===== src/rtl/ces_pkg.sv =====
`default_nettype none

package ces_pkg;

  // Table size and derived widths
  localparam int EVENT_SLOTS = 16;
  localparam int SLOT_W      = $clog2(EVENT_SLOTS);
  localparam int CNT_W       = $clog2(EVENT_SLOTS + 1);
  localparam int TIME_W      = 64;

  // Item kinds
  localparam logic [1:0] KIND_SCHEDULE = 2'd0;
  localparam logic [1:0] KIND_CANCEL   = 2'd1;
  localparam logic [1:0] KIND_TICK     = 2'd2;
  localparam logic [1:0] KIND_JUMP     = 2'd3;

  // Result status codes
  localparam logic [2:0] ST_SCHEDULED = 3'd0;
  localparam logic [2:0] ST_FULL      = 3'd1;
  localparam logic [2:0] ST_FIRED     = 3'd2;
  localparam logic [2:0] ST_CANCELLED = 3'd3;
  localparam logic [2:0] ST_EMPTY     = 3'd4;

  // One pending event as held in a cell
  typedef struct packed {
    logic [SLOT_W-1:0] slot;
    logic [TIME_W-1:0] trigger;
    logic [7:0]        tag;
  } event_t;

  // Queue-wide control from the sequencer
  typedef struct packed {
    logic shift;   // each cell takes its next neighbor's event; the last cell keeps its own
    logic recirc;  // head event goes back to the tail
    logic load;    // append the new event at the tail
  } chain_ctl_t;

  // Per-cell control derived by the chain
  typedef struct packed {
    logic shift;
    logic take_head;
    logic take_new;
  } cell_ctl_t;

endpackage

`default_nettype wire


===== src/rtl/ces_cell.sv =====
`default_nettype none

module ces_cell (
  input  logic             clk,
  input  ces_pkg::cell_ctl_t ctl,
  input  ces_pkg::event_t  from_next,
  input  ces_pkg::event_t  head,
  input  ces_pkg::event_t  new_ev,
  output ces_pkg::event_t  ev
);
  import ces_pkg::*;

  // Hold one event; load a new one, or take the neighbor's or the recirculated head
  always_ff @(posedge clk) begin
    if (ctl.take_new) begin
      ev <= new_ev;
    end else if (ctl.shift) begin
      ev <= ctl.take_head ? head : from_next;
    end
  end

endmodule

`default_nettype wire


===== src/rtl/ces_chain.sv =====
`default_nettype none

module ces_chain (
  input  logic                     clk,
  input  ces_pkg::chain_ctl_t      ctl,
  input  logic [ces_pkg::CNT_W-1:0] cnt,
  input  ces_pkg::event_t          new_ev,
  output ces_pkg::event_t          head
);
  import ces_pkg::*;

  event_t ev [EVENT_SLOTS];

  assign head = ev[0];

  // Cells 0..cnt-1 hold the pending events, oldest at cell 0
  for (genvar i = 0; i < EVENT_SLOTS; i++) begin : g_cell
    cell_ctl_t c_ctl;
    event_t    nb;

    assign c_ctl.shift     = ctl.shift;
    assign c_ctl.take_head = ctl.recirc && (cnt == CNT_W'(i + 1));
    assign c_ctl.take_new  = ctl.load && (cnt == CNT_W'(i));

    if (i == EVENT_SLOTS - 1) begin : g_end
      assign nb = ev[i];
    end else begin : g_mid
      assign nb = ev[i + 1];
    end

    ces_cell u_cell (
      .clk       (clk),
      .ctl       (c_ctl),
      .from_next (nb),
      .head      (ev[0]),
      .new_ev    (new_ev),
      .ev        (ev[i])
    );
  end

endmodule

`default_nettype wire


===== src/rtl/cycle_event_scheduler.sv =====
`default_nettype none

// Cycle event scheduler.
// Input channel (in_valid/in_ready) takes one item: schedule, cancel, tick or jump.
// Output channel (out_valid/out_ready) returns result items; last marks the final
// result of an item. Schedule and cancel give exactly one result; tick and jump
// give one result per fired event, or none.
// Pending events sit in a row of cells in insertion order; during a pass the head
// cell is examined each cycle unless firing is paused, and either leaves the row
// or moves to the tail. An item is taken only while the block is idle. With the
// receiver ready, the final result is presented after these steps:
//   schedule, cancel of a free slot: the flush only.
//   cancel of a used slot: one rotation, then the flush.
//   tick: one firing pass, then the flush; with nothing due there is no result.
//   jump: minimum search pass, then firing pass; empty table: no result.
// The next item can be taken while the final result is presented. One event moves
// through the row per cycle, except while firing waits for room at the output.
// A stalled receiver holds the output register; one more result waits in a
// staging register, and firing pauses until there is room.
// Reset zeroes the cycle count and empties the table; no result is pending.
module cycle_event_scheduler (
  input  logic        clk,
  input  logic        rst,
  input  logic        in_valid,
  output logic        in_ready,
  input  logic [1:0]  kind,
  input  logic [31:0] delay,
  input  logic [7:0]  tag,
  input  logic [3:0]  slot,
  output logic        out_valid,
  input  logic        out_ready,
  output logic [2:0]  status,
  output logic [3:0]  slot_out,
  output logic [7:0]  tag_out,
  output logic [7:0]  lateness,
  output logic        last
);
  import ces_pkg::*;

  localparam logic [2:0] S_IDLE   = 3'd0;
  localparam logic [2:0] S_MIN    = 3'd1;
  localparam logic [2:0] S_FIRE   = 3'd2;
  localparam logic [2:0] S_CANCEL = 3'd3;
  localparam logic [2:0] S_FLUSH  = 3'd4;

  // Control registers
  logic [2:0]             state, state_next;
  logic [TIME_W-1:0]      now_cycle, now_cycle_next;
  logic [CNT_W-1:0]       cnt, cnt_next;
  logic [EVENT_SLOTS-1:0] slot_valid, slot_valid_next;
  logic                   hold_valid, hold_valid_next;
  logic                   out_valid_next;

  // Payload registers
  logic [CNT_W-1:0]       rem, rem_next;
  logic [TIME_W-1:0]      min_trig, min_trig_next;
  logic [SLOT_W-1:0]      cancel_idx, cancel_idx_next;
  logic [2:0]             hold_status, hold_status_next;
  logic [3:0]             hold_slot, hold_slot_next;
  logic [7:0]             hold_tag, hold_tag_next;
  logic [7:0]             hold_late, hold_late_next;
  logic [2:0]             status_next;
  logic [3:0]             slot_out_next;
  logic [7:0]             tag_out_next;
  logic [7:0]             lateness_next;
  logic                   last_next;

  chain_ctl_t             ctl;
  event_t                 new_ev;
  event_t                 head;

  logic                   out_free;
  logic                   full;
  logic [SLOT_W-1:0]      free_idx;
  logic                   cancel_hit;
  logic                   head_due;
  logic [TIME_W-1:0]      late_diff;
  logic [7:0]             late_sat;

  ces_chain u_chain (
    .clk    (clk),
    .ctl    (ctl),
    .cnt    (cnt),
    .new_ev (new_ev),
    .head   (head)
  );

  assign in_ready = (state == S_IDLE);
  assign out_free = !out_valid || out_ready;
  assign full     = &slot_valid;

  // Lowest free slot
  always_comb begin
    free_idx = '0;
    for (int i = EVENT_SLOTS - 1; i >= 0; i--) begin
      if (!slot_valid[i]) free_idx = SLOT_W'(i);
    end
  end

  assign cancel_hit = (32'(slot) < EVENT_SLOTS) && slot_valid[SLOT_W'(slot)];

  // Head event check
  assign head_due  = (head.trigger <= now_cycle);
  assign late_diff = now_cycle - head.trigger;
  assign late_sat  = (|late_diff[TIME_W-1:8]) ? 8'hff : late_diff[7:0];

  assign new_ev.slot    = free_idx;
  assign new_ev.trigger = now_cycle + TIME_W'(delay);
  assign new_ev.tag     = tag;

  // Sequencer
  always_comb begin
    state_next       = state;
    now_cycle_next   = now_cycle;
    cnt_next         = cnt;
    slot_valid_next  = slot_valid;
    hold_valid_next  = hold_valid;
    out_valid_next   = out_valid && !out_ready;
    rem_next         = rem;
    min_trig_next    = min_trig;
    cancel_idx_next  = cancel_idx;
    hold_status_next = hold_status;
    hold_slot_next   = hold_slot;
    hold_tag_next    = hold_tag;
    hold_late_next   = hold_late;
    status_next      = status;
    slot_out_next    = slot_out;
    tag_out_next     = tag_out;
    lateness_next    = lateness;
    last_next        = last;
    ctl              = '0;

    unique case (state)
      S_IDLE: begin
        if (in_valid) begin
          unique case (kind)
            KIND_SCHEDULE: begin
              hold_valid_next = 1'b1;
              hold_tag_next   = '0;
              hold_late_next  = '0;
              state_next      = S_FLUSH;
              if (full) begin
                hold_status_next = ST_FULL;
                hold_slot_next   = '0;
              end else begin
                hold_status_next          = ST_SCHEDULED;
                hold_slot_next            = 4'(free_idx);
                ctl.load                  = 1'b1;
                cnt_next                  = cnt + 1'b1;
                slot_valid_next[free_idx] = 1'b1;
              end
            end
            KIND_CANCEL: begin
              hold_valid_next = 1'b1;
              hold_slot_next  = slot;
              hold_tag_next   = '0;
              hold_late_next  = '0;
              if (cancel_hit) begin
                hold_status_next                   = ST_CANCELLED;
                cancel_idx_next                    = SLOT_W'(slot);
                slot_valid_next[SLOT_W'(slot)]     = 1'b0;
                rem_next                           = cnt;
                state_next                         = S_CANCEL;
              end else begin
                hold_status_next = ST_EMPTY;
                state_next       = S_FLUSH;
              end
            end
            KIND_TICK: begin
              now_cycle_next = now_cycle + 1'b1;
              rem_next       = cnt;
              state_next     = (cnt == '0) ? S_IDLE : S_FIRE;
            end
            KIND_JUMP: begin
              rem_next   = cnt;
              state_next = (cnt == '0) ? S_IDLE : S_MIN;
            end
          endcase
        end
      end

      // Rotate once through the row, tracking the smallest trigger
      S_MIN: begin
        if (rem != '0) begin
          ctl.shift  = 1'b1;
          ctl.recirc = 1'b1;
          rem_next   = rem - 1'b1;
          if (rem == cnt || head.trigger < min_trig) min_trig_next = head.trigger;
        end else begin
          now_cycle_next = min_trig;
          rem_next       = cnt;
          state_next     = S_FIRE;
        end
      end

      // Rotate once, dropping due events in insertion order
      S_FIRE: begin
        if (rem != '0) begin
          if (head_due) begin
            if (!hold_valid || out_free) begin
              ctl.shift                  = 1'b1;
              cnt_next                   = cnt - 1'b1;
              rem_next                   = rem - 1'b1;
              slot_valid_next[head.slot] = 1'b0;
              if (hold_valid) begin
                out_valid_next = 1'b1;
                status_next    = hold_status;
                slot_out_next  = hold_slot;
                tag_out_next   = hold_tag;
                lateness_next  = hold_late;
                last_next      = 1'b0;
              end
              hold_valid_next  = 1'b1;
              hold_status_next = ST_FIRED;
              hold_slot_next   = 4'(head.slot);
              hold_tag_next    = head.tag;
              hold_late_next   = late_sat;
            end
          end else begin
            ctl.shift  = 1'b1;
            ctl.recirc = 1'b1;
            rem_next   = rem - 1'b1;
          end
        end else begin
          state_next = hold_valid ? S_FLUSH : S_IDLE;
        end
      end

      // Rotate once, dropping the cancelled slot
      S_CANCEL: begin
        if (rem != '0) begin
          ctl.shift  = 1'b1;
          ctl.recirc = (head.slot != cancel_idx);
          rem_next   = rem - 1'b1;
          if (head.slot == cancel_idx) cnt_next = cnt - 1'b1;
        end else begin
          state_next = S_FLUSH;
        end
      end

      // Final result of the item
      S_FLUSH: begin
        if (out_free) begin
          out_valid_next  = 1'b1;
          status_next     = hold_status;
          slot_out_next   = hold_slot;
          tag_out_next    = hold_tag;
          lateness_next   = hold_late;
          last_next       = 1'b1;
          hold_valid_next = 1'b0;
          state_next      = S_IDLE;
        end
      end

      default: state_next = S_IDLE;
    endcase
  end

  // Control state
  always_ff @(posedge clk) begin
    if (rst) begin
      state      <= S_IDLE;
      now_cycle  <= '0;
      cnt        <= '0;
      slot_valid <= '0;
      hold_valid <= 1'b0;
      out_valid  <= 1'b0;
    end else begin
      state      <= state_next;
      now_cycle  <= now_cycle_next;
      cnt        <= cnt_next;
      slot_valid <= slot_valid_next;
      hold_valid <= hold_valid_next;
      out_valid  <= out_valid_next;
    end
  end

  // Payload
  always_ff @(posedge clk) begin
    rem         <= rem_next;
    min_trig    <= min_trig_next;
    cancel_idx  <= cancel_idx_next;
    hold_status <= hold_status_next;
    hold_slot   <= hold_slot_next;
    hold_tag    <= hold_tag_next;
    hold_late   <= hold_late_next;
    status      <= status_next;
    slot_out    <= slot_out_next;
    tag_out     <= tag_out_next;
    lateness    <= lateness_next;
    last        <= last_next;
  end

  // Checks
  a_cnt_range: assert property (@(posedge clk) disable iff (rst)
    cnt <= CNT_W'(EVENT_SLOTS))
    else $error("event count above table size");

  a_cnt_matches: assert property (@(posedge clk) disable iff (rst)
    (state == S_IDLE) |-> ($countones(slot_valid) == 32'(cnt)))
    else $error("valid slots disagree with queued events");

  a_idle_empty: assert property (@(posedge clk) disable iff (rst)
    (state == S_IDLE) |-> !hold_valid)
    else $error("staged result left behind at idle");

endmodule

`default_nettype wire

===== config.mk =====
export PLATFORM = sky130hd
export DESIGN_NAME = cycle_event_scheduler
export DESIGN_NICKNAME = d
export VERILOG_FILES = /design/src/rtl/ces_pkg.sv /design/src/rtl/ces_cell.sv /design/src/rtl/ces_chain.sv /design/src/rtl/cycle_event_scheduler.sv
export SDC_FILE = /design/constraint.sdc
export NUM_CORES = 2
export LEC_CHECK = 0
export ABC_CLOCK_PERIOD_IN_PS = 15600
export BUFFER_PORTS_ARGS = -buffer_cell sky130_fd_sc_hd__buf_4
export CORE_MARGIN = 5
export CORE_UTILIZATION = 40
export DETAILED_ROUTE_END_ITERATION = 10
export SYNTH_ARGS = -nofsm -noshare
export SYNTH_HDL_FRONTEND = slang
export SYNTH_SLANG_ARGS = --single-unit

===== constraint.sdc =====
create_clock -name clk -period 15.6 [get_ports clk]
set_input_delay 0 -clock clk [delete_from_list [all_inputs] [get_ports clk]]
set_output_delay 0 -clock clk [all_outputs]
set_load 0.03 [all_outputs]

==> impl_metrics.csv <==
group,metric,value,unit
critical_path,end_kind,"register",
critical_path,r2r_cells,16,
routing,viasPerCell,6.522,
cts,cts_setup_buffers,0,
routing,final_antenna_net_count,0,
synth,synth.area.top_cells,"edfxtp_1 52%, o21ai_0 6.3%, a31oi_1 4.2%",
critical_path,crit_family,"simple AND/OR/NAND/NOR gates",
cts,insertion_delay,840,ps
synth,syn_nets,8109,
routing,firstDrtPassIters,6,
floorplanning,rows,161,
cts,cts_hold_buf,36,
routing,drc_errors,0,
cts,cts_tree,"built",
critical_path,cp-start-kind,"register",
finish,syn2layout_area_growth,10.62,%
timing,setup_slack,8431,ps
timing,hold_viol,0,
finish,fin_area,0.08554,mm^2
placement,port_buffers,75,
critical_path,reg2reg_from,"u_chain.g_cell[0].u_cell.ev[30]",
routing,vias,66899,
timing,finalCriticalPeriod,7169,ps
floorplanning,io_pins,76,
synth,synthesis.area,0.07733,mm^2
floorplanning,core-area,0.1924,mm^2
cts,clk_pin_slew_worst_paths,60,ps
cts,cts_sinks,1426,
cts,cts_buffers,160,
global_route,overflow,0,
floorplanning,die_h,449.7,um
synth,synth_most_common_cell,"edfxtp_1",
synth,synth_cell_type_count,86,
cts,cts_resized,0,
timing,clock-skew-final,40.90,ps
status,violations,"capacitance limit, slew limit",
hold_path,hp-start,"delay[15]",
routing,drtIter0Drc,10115,
global_route,antenna_found_initial,11,
synth,yosysTopAreaCellShare,51.88,%
status,status,"finished, violations left",
timing,setup_tns,0,ps
cts,clock_path_buffers,3,
critical_path,critPathBufInv,4,
hold_path,min-delay-path-class,"in -> reg",
timing,finalMaxSlewViolations,17,
synth,synth-seq-cells,1426,
critical_path,r2r_setup_slack,8430,ps
global_route,grt_max_degree,105,
critical_path,crit_required,16120,ps
finish,nNetsFinal,7807,
cts,ctsRootBufferMaster,"clkbuf_16",
synth,synth_edf_count,1336,
cts,cts_max_level,4,
synth,ys_warn_count,0,
timing,max_freq,139.5,MHz
timing,fin_crit_sh,45.96,%
placement,dpl_cell_area,0.08008,mm^2
placement,gp_congestion,1.009,
critical_path,crit_fanout,35,
synth,synth_common_cells,"1336 x edfxtp_1, 981 x o21ai_0, 783 x nor2_1",
floorplanning,die_x,449.7,um
floorplanning,start_util,40.20,%
timing,slew_headroom,-0.7380,%
finish,fin_util,44.46,%
power_and_ir_drop,power.density,103.4,mW/mm^2
synth,syn-mean-instance-area,9.801,um^2
hold_path,hold_depth,5,
global_route,grt_pass1_wl,442400,um
synth,synthCells,7890,
timing,worstMarginPinSlew,1506,ps
critical_path,max_stage_delay,950,ps
synth,async_flop_share,0,%
critical_path,reg2reg_to,"u_chain.g_cell[13].u_cell.ev[38]",
synth,synth_seq_area_share,54.21,%
finish,drive_above_1_share,7.641,%
critical_path,cp.arrival,7690,ps
hold_path,hold_end,"u_chain.g_cell[13].u_cell.ev[23]",
floorplanning,die_area,0.2022,mm^2
routing,drt-wirelength-per-cell,30.07,um
power_and_ir_drop,fin_total_pwr,8.841,mW
global_route,grt.total_usage,29.22,%
timing,setup_viol,0,
critical_path,crit_type,"reg -> reg",
timing,rsz0062_at_grt,"no",
critical_path,crit_slowest_cell,"or4_4",
routing,routed_wl,308500,um
critical_path,path_cells,"clkinv_1, ha_1, nand2_1, nor2_1, nand2_1, or3_1, or3_1, nand3_1, a211oi_2, buf_4, o21ai_2, or4_4, buf_4, buf_4, mux2i_1, mux2i_1",
run,cap_violations,1,
placement,hpwlAfterDp,185900,um
synth,synth_ff_type,"edfxtp_1",
synth,post-synth-top-area-cell,"edfxtp_1",
critical_path,crit_top_cell,"buf_4",
global_route,grt_pass1_vias,61968,
power_and_ir_drop,p_leak,31.24,nW
power_and_ir_drop,ir_worst_vdd,0.09196,mV
placement,preCtsSetupSlack,8612,ps
[routing by layer]
| metal | wire length, um | vias to the layer above | share of wire, % | track usage (%) |
|---|---|---|---|---|
| li1 | - | 28913 | - | - |
| met1 | 122700 | 32814 | 40 | 39.86 |
| met2 | 135600 | 4411 | 44 | 45.06 |
| met3 | 34900 | 761 | 11 | 5.997 |
| met4 | 15260 | 0 | 4.9 | 13.05 |
| met5 | 0 | - | 0 | 0 |
[registers in the layout, summed over array words and instances, names as in the netlist, 4 cells and up]
register and cells:
u_chain.g_cell.u_cell.ev 1216, rem 5, slot_out 4, cnt 5
hold_late 8, lateness 8, slot_valid 16, hold_tag 8
hold_slot 4, now_cycle 64, tag_out 8, min_trig 64
cancel_idx 4
[kinds of logic after synthesis]
kind of cell,count (synthesis),synth area share (%)
simple gates,2409,14.38
buf+inv,943,4.637
fa+ha+maj,169,2.754
xor+xnor,120,1.359
flops,1426,54.21
mux,228,3.063
compound gates,2595,19.60
[metrics by stage]
step	hold slack (ps)	instances
final	56.24	10258
after global routing	62.40	10249
after CTS	2.812	10247
after detailed placement	291.2	9916
after global placement	289.5	9916
after floorplan	98.87	7890
[worst max path at each step]
| stage | start | endpoint | cells after the start |
|---|---|---|---|
| 4_1_cts | u_chain.g_cell[0].u_cell.ev[30] | u_chain.g_cell[13].u_cell.ev[40] | 16 |
| 3_3_place_gp | u_chain.g_cell[0].u_cell.ev[30] | u_chain.g_cell[13].u_cell.ev[38] | 16 |
| 3_5_place_dp | u_chain.g_cell[0].u_cell.ev[30] | u_chain.g_cell[13].u_cell.ev[40] | 16 |
| 2_1_floorplan | u_chain.g_cell[0].u_cell.ev[30] | u_chain.g_cell[0].u_cell.ev[0] | 15 |
| 5_1_grt | u_chain.g_cell[0].u_cell.ev[19] | u_chain.g_cell[13].u_cell.ev[40] | 16 |
| 6_report | u_chain.g_cell[0].u_cell.ev[30] | u_chain.g_cell[13].u_cell.ev[38] | 16 |
[layout by cell type (no fill, tap or decap), drive strengths merged, types with 64 or more instances in the layout]
cell type  Yosys  final
a21o          66     66
o211ai       208    208
and3         306    306
mux2i        204    204
buf           57    257
nor2         783    783
nand4         81     81
dfxtp         90     90
xor2          64     64
nand2        637    637
clkbuf       700    209
ha           167    167
nor3          99     99
a31oi        517    517
a21oi        559    559
inv          159    164
o21ai        985    985
edfxtp      1336   1336
nand3        330    330
clkinv        27     94
[area by class of cell]
| class | count | area (um^2) |
|---|---|---|
| Fill cell | 18008 | 106800 |
| Inverter | 186 | 698.2 |
| Sequential cell | 1426 | 41920 |
| Timing Repair Buffer | 293 | 2302 |
| Multi-Input combinational cell | 5521 | 32360 |
| Antenna cell | 11 | 27.53 |
| Tap cell | 2526 | 3161 |
| Clock inverter | 86 | 779.5 |
| Clock buffer | 209 | 4290 |
[tightest hold or removal path, stage by stage]
cell	delay, ps
buf_4	90
ha_1	250
xnor2_1	180
nor2_1	130
a21oi_1	40
[report_power, final]
group | leakage [nW] | total [mW] | internal, mW | switching (mW)
combinational | 16.0 | 0.655 | 0.171 | 0.484
sequential | 12.8 | 4.41 | 4.34 | 0.0749
clock | 2.46 | 3.77 | 2.12 | 1.65
Note: power is estimated with default switching activity, not from simulation.
